**config.mk**
```make
export PLATFORM = sky130hd
export DESIGN_NAME = cycle_count_to_microseconds_unit
export DESIGN_NICKNAME = d
export VERILOG_FILES = /design/src/hdl/ccus_pkg.sv /design/src/hdl/cycle_count_to_microseconds_unit.sv /design/src/hdl/ccus_div.sv
export SDC_FILE = /design/constraint.sdc
export NUM_CORES = 2
export LEC_CHECK = 0
export ABC_AREA = 1
export BUFFER_PORTS_ARGS = -buffer_cell sky130_fd_sc_hd__buf_2
export CORE_MARGIN = 2
export CORE_UTILIZATION = 30
export CTS_CLUSTER_SIZE = 28
export DETAILED_ROUTE_END_ITERATION = 16
export PLACE_DENSITY = 0.49
export RECOVER_POWER = 25
export SLEW_MARGIN = 25
export SYNTH_ARGS = -nofsm -noshare
export SYNTH_HDL_FRONTEND = slang
export SYNTH_SLANG_ARGS = --single-unit
```
**constraint.sdc**
```tcl
create_clock -name clk -period 8.4 [get_ports clk]
set_clock_uncertainty 0.05 [all_clocks]
set_input_delay 0.84 -clock clk [delete_from_list [all_inputs] [get_ports clk]]
set_output_delay 0.84 -clock clk [all_outputs]
set_load 0.05 [all_outputs]
```
**src/hdl/ccus_pkg.sv**
```systemverilog
// Shared types and constants for the cycle count to microseconds unit.
// No dependencies; used by ccus_div and cycle_count_to_microseconds_unit.
package ccus_pkg;

    localparam int RAW_W      = 32;
    localparam int TOTAL_W    = 64;
    localparam int RATE_W     = 32;
    localparam int CFG_DATA_W = 32;
    localparam int CFG_INDEX_W = 1;
    localparam int OUT_DATA_W = 2 * TOTAL_W + 2 * RATE_W;

    localparam int MICROS_W   = 20;
    localparam logic [MICROS_W-1:0] MICROS_PER_SECOND = MICROS_W'(1000000);

    localparam int PROD_W      = RAW_W + MICROS_W;
    localparam int DIV_NUM_W   = PROD_W + 1;
    localparam int DIV_COUNT_W = $clog2(DIV_NUM_W);

    localparam logic [CFG_INDEX_W-1:0] REG_TICK_RATE_HZ = CFG_INDEX_W'(0);
    localparam logic [CFG_INDEX_W-1:0] REG_EPOCH_ORIGIN = CFG_INDEX_W'(1);

    localparam logic HEALTH_OK      = 1'b0;
    localparam logic HEALTH_INVALID = 1'b1;

    typedef struct packed {
        logic                 done;
        logic [DIV_NUM_W-1:0] quot;
        logic [RATE_W-1:0]    rem;
    } div_out_t;

endpackage

```
**src/hdl/cycle_count_to_microseconds_unit.sv**
```systemverilog
// Top level: extends a 32-bit cycle counter to 64 bits and converts it to microseconds.
// Depends on ccus_pkg and ccus_div.
//
// Usage:
//   s_* carries one raw counter sample per transaction (s_tdata = raw_cycles).
//   m_* returns one result per sample: m_tdata holds cycles_total, micros_total,
//   rate_echo and origin_echo; m_tuser holds health (0 ok, 1 invalid).
//   cfg_we/cfg_index/cfg_data write tick_rate_hz (index 0) or epoch_origin
//   (index 1); write only while no sample is in flight.
// Sequence:
//   A normal sample is taken into the delta register, multiplied by 10^6 in the
//   multiply step, divided by tick_rate_hz in the restoring divider (one
//   quotient bit per cycle) and added to the totals before the finish step
//   loads the output register. The first sample and samples on an invalid clock
//   go straight to the finish step. s_tready is high only while the sequencer is
//   idle, so one sample is in work; a new one is taken only after the finish step.
// Reset: all totals, the baseline flag, rate and origin clear to zero.
// Stall: the finished result sits in the output register; a new sample can be
//   accepted meanwhile, and the next result waits until the old one is taken.
module cycle_count_to_microseconds_unit (
    input  logic                              clk,
    input  logic                              rst_n,
    input  logic                              s_tvalid,
    output logic                              s_tready,
    input  logic [ccus_pkg::RAW_W-1:0]        s_tdata,   // raw_cycles[31:0]
    output logic                              m_tvalid,
    input  logic                              m_tready,
    // cycles_total[63:0], micros_total[127:64], rate_echo[159:128], origin_echo[191:160]
    output logic [ccus_pkg::OUT_DATA_W-1:0]   m_tdata,
    output logic                              m_tuser,   // health[0]
    input  logic                              cfg_we,
    input  logic [ccus_pkg::CFG_INDEX_W-1:0]  cfg_index,
    input  logic [ccus_pkg::CFG_DATA_W-1:0]   cfg_data
);
    import ccus_pkg::*;

    typedef enum logic [1:0] {
        ST_IDLE,
        ST_MUL,
        ST_DIV,
        ST_FINISH
    } state_t;

    state_t state_reg;

    logic [RATE_W-1:0]  tick_rate_reg;
    logic [RATE_W-1:0]  epoch_origin_reg;
    logic               rate_rejected_reg;

    logic [TOTAL_W-1:0] cycles_acc_reg;
    logic [TOTAL_W-1:0] micros_acc_reg;
    logic [RATE_W-1:0]  frac_rem_reg;
    logic [RAW_W-1:0]   prev_raw_reg;
    logic               baseline_reg;
    logic [RAW_W-1:0]   delta_reg;
    logic               health_reg;

    logic [OUT_DATA_W-1:0] out_data_reg;
    logic                  out_health_reg;
    logic                  out_valid_reg;

    logic                 accept;
    logic                 clock_invalid;
    logic                 div_start;
    logic [PROD_W-1:0]    product;
    logic [DIV_NUM_W-1:0] div_num;
    div_out_t             div_res;

    assign s_tready      = (state_reg == ST_IDLE);
    assign accept        = s_tvalid && s_tready;
    assign clock_invalid = rate_rejected_reg || (tick_rate_reg == '0);
    assign div_start     = (state_reg == ST_MUL);

    assign product = delta_reg * MICROS_PER_SECOND;
    assign div_num = {1'b0, product} + {{(DIV_NUM_W-RATE_W){1'b0}}, frac_rem_reg};

    ccus_div u_div (
        .clk    (clk),
        .rst_n  (rst_n),
        .start  (div_start),
        .num    (div_num),
        .den    (tick_rate_reg),
        .result (div_res)
    );

    // configuration registers
    always_ff @(posedge clk or negedge rst_n)
    begin
        if (!rst_n)
        begin
            tick_rate_reg     <= '0;
            epoch_origin_reg  <= '0;
            rate_rejected_reg <= 1'b0;
        end
        else if (cfg_we)
        begin
            unique case (cfg_index)
                REG_TICK_RATE_HZ:
                begin
                    if (cfg_data[RATE_W-1:0] != '0)
                    begin
                        if (baseline_reg && (cfg_data[RATE_W-1:0] != tick_rate_reg))
                        begin
                            rate_rejected_reg <= 1'b1;
                        end
                        else
                        begin
                            tick_rate_reg     <= cfg_data[RATE_W-1:0];
                            rate_rejected_reg <= 1'b0;
                        end
                    end
                end
                REG_EPOCH_ORIGIN:
                begin
                    epoch_origin_reg <= cfg_data[RATE_W-1:0];
                end
                default:
                begin
                end
            endcase
        end
    end

    // sequencer, state and output register
    always_ff @(posedge clk or negedge rst_n)
    begin
        if (!rst_n)
        begin
            state_reg      <= ST_IDLE;
            cycles_acc_reg <= '0;
            micros_acc_reg <= '0;
            frac_rem_reg   <= '0;
            prev_raw_reg   <= '0;
            baseline_reg   <= 1'b0;
            delta_reg      <= '0;
            health_reg     <= HEALTH_OK;
            out_valid_reg  <= 1'b0;
            out_data_reg   <= '0;
            out_health_reg <= HEALTH_OK;
        end
        else
        begin
            // in ST_FINISH the output register is reloaded instead
            if (out_valid_reg && m_tready && (state_reg != ST_FINISH))
            begin
                out_valid_reg <= 1'b0;
            end

            unique case (state_reg)
                ST_IDLE:
                begin
                    if (accept)
                    begin
                        if (clock_invalid)
                        begin
                            health_reg <= HEALTH_INVALID;
                            state_reg  <= ST_FINISH;
                        end
                        else if (!baseline_reg)
                        begin
                            cycles_acc_reg <= '0;
                            prev_raw_reg   <= s_tdata;
                            baseline_reg   <= 1'b1;
                            health_reg     <= HEALTH_OK;
                            state_reg      <= ST_FINISH;
                        end
                        else
                        begin
                            delta_reg    <= s_tdata - prev_raw_reg;
                            prev_raw_reg <= s_tdata;
                            health_reg   <= HEALTH_OK;
                            state_reg    <= ST_MUL;
                        end
                    end
                end
                ST_MUL:
                begin
                    state_reg <= ST_DIV;
                end
                ST_DIV:
                begin
                    if (div_res.done)
                    begin
                        cycles_acc_reg <= cycles_acc_reg
                                        + {{(TOTAL_W-RAW_W){1'b0}}, delta_reg};
                        micros_acc_reg <= micros_acc_reg
                                        + {{(TOTAL_W-DIV_NUM_W){1'b0}}, div_res.quot};
                        frac_rem_reg   <= div_res.rem;
                        state_reg      <= ST_FINISH;
                    end
                end
                ST_FINISH:
                begin
                    if (!out_valid_reg || m_tready)
                    begin
                        out_data_reg   <= {epoch_origin_reg, tick_rate_reg,
                                           micros_acc_reg, cycles_acc_reg};
                        out_health_reg <= health_reg;
                        out_valid_reg  <= 1'b1;
                        state_reg      <= ST_IDLE;
                    end
                end
                default:
                begin
                    state_reg <= ST_IDLE;
                end
            endcase
        end
    end

    assign m_tvalid = out_valid_reg;
    assign m_tdata  = out_data_reg;
    assign m_tuser  = out_health_reg;

    a_invalid_holds_totals: assert property (@(posedge clk) disable iff (!rst_n)
        (accept && clock_invalid) |=>
            (cycles_acc_reg == $past(cycles_acc_reg)) &&
            (micros_acc_reg == $past(micros_acc_reg)) &&
            (state_reg == ST_FINISH))
        else $error("invalid-clock transaction changed the totals");

    a_remainder_below_rate: assert property (@(posedge clk) disable iff (!rst_n)
        (frac_rem_reg != '0) |-> (frac_rem_reg < tick_rate_reg))
        else $error("carried remainder not below the tick rate");

    a_div_done_in_div: assert property (@(posedge clk) disable iff (!rst_n)
        div_res.done |-> (state_reg == ST_DIV))
        else $error("divider finished outside the divide step");

    a_result_from_finish: assert property (@(posedge clk) disable iff (!rst_n)
        $rose(out_valid_reg) |-> ($past(state_reg) == ST_FINISH))
        else $error("result loaded outside the finish step");

endmodule

```
**src/hdl/ccus_div.sv**
```systemverilog
// Restoring divider, one quotient bit per cycle, for the microsecond conversion.
// Depends on ccus_pkg.
module ccus_div (
    input  logic                           clk,
    input  logic                           rst_n,
    input  logic                           start,
    input  logic [ccus_pkg::DIV_NUM_W-1:0] num,
    input  logic [ccus_pkg::RATE_W-1:0]    den,
    output ccus_pkg::div_out_t             result
);
    import ccus_pkg::*;

    logic [DIV_NUM_W-1:0]   work_reg;
    logic [RATE_W-1:0]      rem_reg;
    logic [RATE_W-1:0]      den_reg;
    logic [DIV_COUNT_W-1:0] count_reg;
    logic                   busy_reg;
    logic                   done_reg;

    logic [RATE_W:0]   trial;
    logic [RATE_W+1:0] diff;
    logic              qbit;
    logic [RATE_W-1:0] rem_next;

    always_comb
    begin
        trial    = {rem_reg, work_reg[DIV_NUM_W-1]};
        diff     = {1'b0, trial} - {2'b00, den_reg};
        qbit     = ~diff[RATE_W+1];
        rem_next = qbit ? diff[RATE_W-1:0] : trial[RATE_W-1:0];
    end

    always_ff @(posedge clk or negedge rst_n)
    begin
        if (!rst_n)
        begin
            busy_reg  <= 1'b0;
            done_reg  <= 1'b0;
            count_reg <= '0;
        end
        else
        begin
            done_reg <= 1'b0;
            if (start)
            begin
                busy_reg  <= 1'b1;
                count_reg <= DIV_COUNT_W'(DIV_NUM_W - 1);
            end
            else if (busy_reg)
            begin
                count_reg <= count_reg - 1'b1;
                if (count_reg == '0)
                begin
                    busy_reg <= 1'b0;
                    done_reg <= 1'b1;
                end
            end
        end
    end

    always_ff @(posedge clk)
    begin
        if (start)
        begin
            work_reg <= num;
            rem_reg  <= '0;
            den_reg  <= den;
        end
        else if (busy_reg)
        begin
            work_reg <= {work_reg[DIV_NUM_W-2:0], qbit};
            rem_reg  <= rem_next;
        end
    end

    assign result.done = done_reg;
    assign result.quot = work_reg;
    assign result.rem  = rem_reg;

    a_done_after_busy: assert property (@(posedge clk) disable iff (!rst_n)
        done_reg |-> $past(busy_reg))
        else $error("divider done without a running division");

    a_no_restart_busy: assert property (@(posedge clk) disable iff (!rst_n)
        done_reg |-> !busy_reg)
        else $error("divider busy while reporting done");

endmodule

```
Word-level counts from Yosys, hierarchy flattened

Index checks and enable logic that the tools add are counted.

Flip-flop bits (word level): 612
Input port bits: 70
Output and inout port bits: 195
Logic and storage cells: 91

Add/sub/neg operators: 6
$mul: 1
Equality and inequality tests: 10
Muxes and demuxes: 27
Bitwise logic cells: 4
Reduce and logical (&&, ||, !) cells: 23

Operators by type and width:

| operator                                                              | number |
|---|---|
| 64-bit two-way mux                                                    | 4 |
| 64-bit case mux with 2 select lines                                   | 1 |
| 53-bit two-way mux                                                    | 2 |
| 64-bit by 32-bit adder with 64-bit output                             | 1 |
| 64-bit by 53-bit adder with 64-bit output                             | 1 |
| 52-bit by 32-bit adder with 53-bit output                             | 1 |
| 32-bit by 14-bit multiplier with 46-bit output, second input constant | 1 |
| 33-bit by 32-bit subtractor with 34-bit output                        | 1 |
| 32-bit logical NOT                                                    | 1 |
| 32-bit two-way mux                                                    | 1 |
| 32-bit inequality test                                                | 1 |
| 32-bit nonzero test                                                   | 1 |
| 32-bit subtractor                                                     | 1 |
| 6-bit two-way mux                                                     | 2 |
| 1-bit two-way mux                                                     | 11 |
| 2-bit two-way mux                                                     | 5 |
| 3-bit AND reduction                                                   | 3 |
| 2-bit inequality test, second input constant                          | 4 |
| 2-bit case mux with 4 select lines                                    | 1 |
| 2-bit AND reduction                                                   | 4 |
| 4-bit AND reduction                                                   | 2 |
| 6-bit logical NOT                                                     | 1 |
| 6-bit by 1-bit subtractor with 6-bit output, second input constant    | 1 |
| 5-bit AND reduction                                                   | 1 |
| 9 further kinds                                                       | 19 |

Depth between registers and ports, before layout

Depth in word-level cells: 5
Mapped depth: 34
Mapped depth without buffers: 34

Modules after synthesis

A second synthesis with hierarchy kept.

Cells, all modules: 6,020
Area total of the unflattened synthesis: 45,295.9 µm²

Modules (own cells, without submodules):

| module                           | times used | cells an instance | area each (µm²) | sequential area each (µm²) |
|---|---|---|---|---|
| cycle_count_to_microseconds_unit | 1          | 4,945             | 37,493.5        | 12,186.7 |
| ccus_div                         | 1          | 1,075             | 7,802.5         | 3,393.3 |

Least setup slack after synthesis

Ideal clock, no wire load.

Path kind: register to register
From: reg delta_reg[1]
To: reg u_div.work_reg[49], data pin
Setup time: 0.253 ns
Arrival time: 6.030 ns
Data required time: 8.097 ns
Setup slack: 2.067 ns
Stages on the path, launching flop included: 32
Buffers on the path: 0
Period minus slack after synthesis: 6.333 ns
Cells stage by stage: dfrtp_1 inv_1 fa_1 inv_1 fa_1 fa_1 fa_1 ha_1 inv_1 fa_1 inv_1 ha_1 nand2_1 inv_2 nand2_2 inv_1 a21oi_1 nand2_2 xor2_1 ha_1 nand2_1 o21ai_0 nand2_1 nand2_1 nand3b_1 nand3_1 nand3_1 inv_1 nor2_2 nand3_1 nand3_1 nand2_1

Cells in the longest elaborated chain, start to end: 3

RTL lines:

| item                                           | line                                    | source |
|---|---|---|
| from (decl)                                    | cycle_count_to_microseconds_unit.sv:55  | `logic [RAW_W-1:0] delta_reg;` |
| from (signal assigned)                         | cycle_count_to_microseconds_unit.sv:169 | `delta_reg <= s_tdata - prev_raw_reg;` |
| 32-bit by 14-bit multiplier with 46-bit output | cycle_count_to_microseconds_unit.sv:74  | `assign product = delta_reg * MICROS_PER_SECOND;` |
| 52-bit by 32-bit adder with 53-bit output      | cycle_count_to_microseconds_unit.sv:75  | `assign div_num = {1'b0, product} + {{(DIV_NUM_W-RATE_W){1'b0}}, frac_rem_reg};` |
| 53-bit two-way mux                             | ccus_div.sv:63                          | `if (start)` |
| to (signal assigned)                           | ccus_div.sv:65                          | `work_reg <= num;` |
| to (signal assigned)                           | ccus_div.sv:71                          | `work_reg <= {work_reg[DIV_NUM_W-2:0], qbit};` |
| to (decl)                                      | ccus_div.sv:13                          | `logic [DIV_NUM_W-1:0] work_reg;` |

Every way passes these cells.
A chain may end at the register's enable or synchronous reset.

Worst setup path in the final report

From: reg delta_reg[12]
To: reg u_div.work_reg[48], data pin

Same word-level chain as after synthesis.

==> results.cfg <==
[final_layout]
final_common_cell = nand2_1
drive_gt1_frac = 0.108
nets = 6386
syn2layout_area_growth_pct = 13.9
mostFrequentLayoutCells = 1,271 x nand2_1, 924 x inv_1, 522 x o21ai_0
largest_reg_flops = 192
layoutNonFillerInstCount = 7813
diodes = 0
fill_cells = 15600

[cts]
numCtsBuffers = 76
post_cts_buffers = 0
cts_hold_buffers = 0
cts_sinks = 612
cts_resized = 0
cts_root_buf = clkbuf_16
cts_tree = done
htree_levels = 3
clkTransAtPathRegs_ns = 0.05
worstSkewPairLatency_ns = 0.70
clock_path_buffers = 3

[timing]
slew_violations = 286
fmax_mhz = 139
min_period_ns = 7.22
rsz0062_at_grt = no
finalCritPeriodShare = 0.859
hold_viol = 0
fin_tns_setup_ns = 0
layout_setup_ws_ns = 1.18
maxSlewHeadroom = -3.10
worst_pin_slew_ns = 6.14
setup_viol = 0

[critical_path]
path_class = flop to flop
setup.worst_path.start_class = flop
crit_arrival_ns = 7.58
worst_path_largest_cell_delay_ns = 0.57
crit_path_end_kind = flop
worst-path-max-fanout = 6
slowest_stage = fa_1
crit_required_ns = 8.77

[global_routing]
globalRouteOverflowTotal = 0
grt_pass1_vias = 36700
antenna_found_initial = 4
grt_pass1_wl_um = 216000
grt_max_degree = 156
grt_usage = 0.187

[synthesis]
synth_edf_count = 85
ys.flop_type = dfrtp_1
synth_nets = 6132
syn_area_per_cell_um2 = 7.85
ys_ff_latch = 612
netlist_area_um2 = 43800
yosys_warnings = 0
async_reset_ff_frac = 0.809
syn_inst = 5587
synth_cell_types = 63
yosysSeqAreaShare = 0.355

[routing]
drtPass1Iterations = 5
drt_iter0_drc = 2488
drc = 0
vias = 37100
detail_route.wl_per_cell_um = 17.9
ant_nets = 0
totalWireLength_um = 140000
routed_via_density = 4.75

[place]
gp_congestion = 0.913
dp_hpwl_um = 113000
io_buffers = 264
dpl_worst_slack_ns = 1.10
place_inst = 7678

[status]
violations = max-capacitance violations, max-slew violations
status = finished with violations

[die]
dieArea_um2 = 149000
pin_count = 265
die-width_um = 386
die_h_um = 386
start_util = 0.302
core_area_um2 = 145000
rows = 140

[worst_hold_path]
worstHoldPathType = input port to flop

[job]
drv_cap = 4
[through the flow]
step | hold WS (ns) | utilization | area (um^2)
floorplan | 0.391 | - | 43800
global placement | 0.405 | 0.326 | 47400
detailed placement | 0.413 | 0.326 | 47400
CTS | 0.171 | 0.343 | 49900
global route | 0.289 | 0.344 | 49900
finish | 0.316 | 0.344 | 49900
[final timing paths]
kind | start | end | slack (ns) | depth (start not counted)
worst max-delay path | delta_reg[12] | u_div.work_reg[48] | 1.18 | 30
worst min-delay path | s_tdata[14] | prev_raw_reg[14] | 0.32 | 3
worst max register to register | delta_reg[12] | u_div.work_reg[48] | 1.18 | 30
worst min register to register | micros_acc_reg[61] | micros_acc_reg[61] | 0.42 | 2
max in group asynchronous | rst_n | prev_raw_reg[28] | 1.54 | 3
min in group asynchronous | rst_n | m_tdata[64] | 2.38 | 1
[routing by layer]
metal	share of wire	wire [um]	track usage
met3	0.035	4900	0.0216
met5	0	0	0
met2	0.47	65600	0.313
met4	0.032	4440	0.0613
met1	0.46	64900	0.250
[logic make-up after synthesis]
logic type,synth area share
adder cells (fa/ha/maj),0.160
multiplexers,0.0262
buffers and inverters,0.0902
XOR/XNOR,0.0329
AO/OA/AOI/OAI,0.130
flip-flops,0.355
AND/OR/NAND/NOR,0.206
[Yosys cell counts (85+ instances only)]
cell,n,share of area
xnor2_1,87,0.017
nand3_1,205,0.023
a21oi_1,276,0.032
o21ai_0,522,0.060
inv_1,925,0.079
nand2_1,1272,0.11
clkbuf_1,90,0.0077
mux2_2,102,0.026
dfrtp_1,495,0.28
fa_1,140,0.064
ha_1,335,0.096
nor2_1,384,0.033
edfxtp_1,85,0.058
[final cells by class]
type                            instances  area (um^2)  share of cell area
Multi-Input combinational cell       3925        24300               0.487
Sequential cell                       612        15600               0.312
Inverter                              938         3520              0.0705
Tap cell                             1917         2400              0.0480
Clock buffer                           93         2080              0.0416
Timing Repair Buffer                  288         1550              0.0311
Clock inverter                         40          485             0.00972
[critical path, delay by kind of cell, from the launching register on]
family | cells | cell delay [ns]
flip-flops | 1 | 0.56
AND/OR/NAND/NOR | 15 | 2.06
buffers and inverters | 6 | 0.63
adder cells (fa/ha/maj) | 8 | 3.55
XOR/XNOR | 1 | 0.08
Power is not shown: default switching activity piles up to over one toggle a cycle in this logic, so the estimate is an artifact.
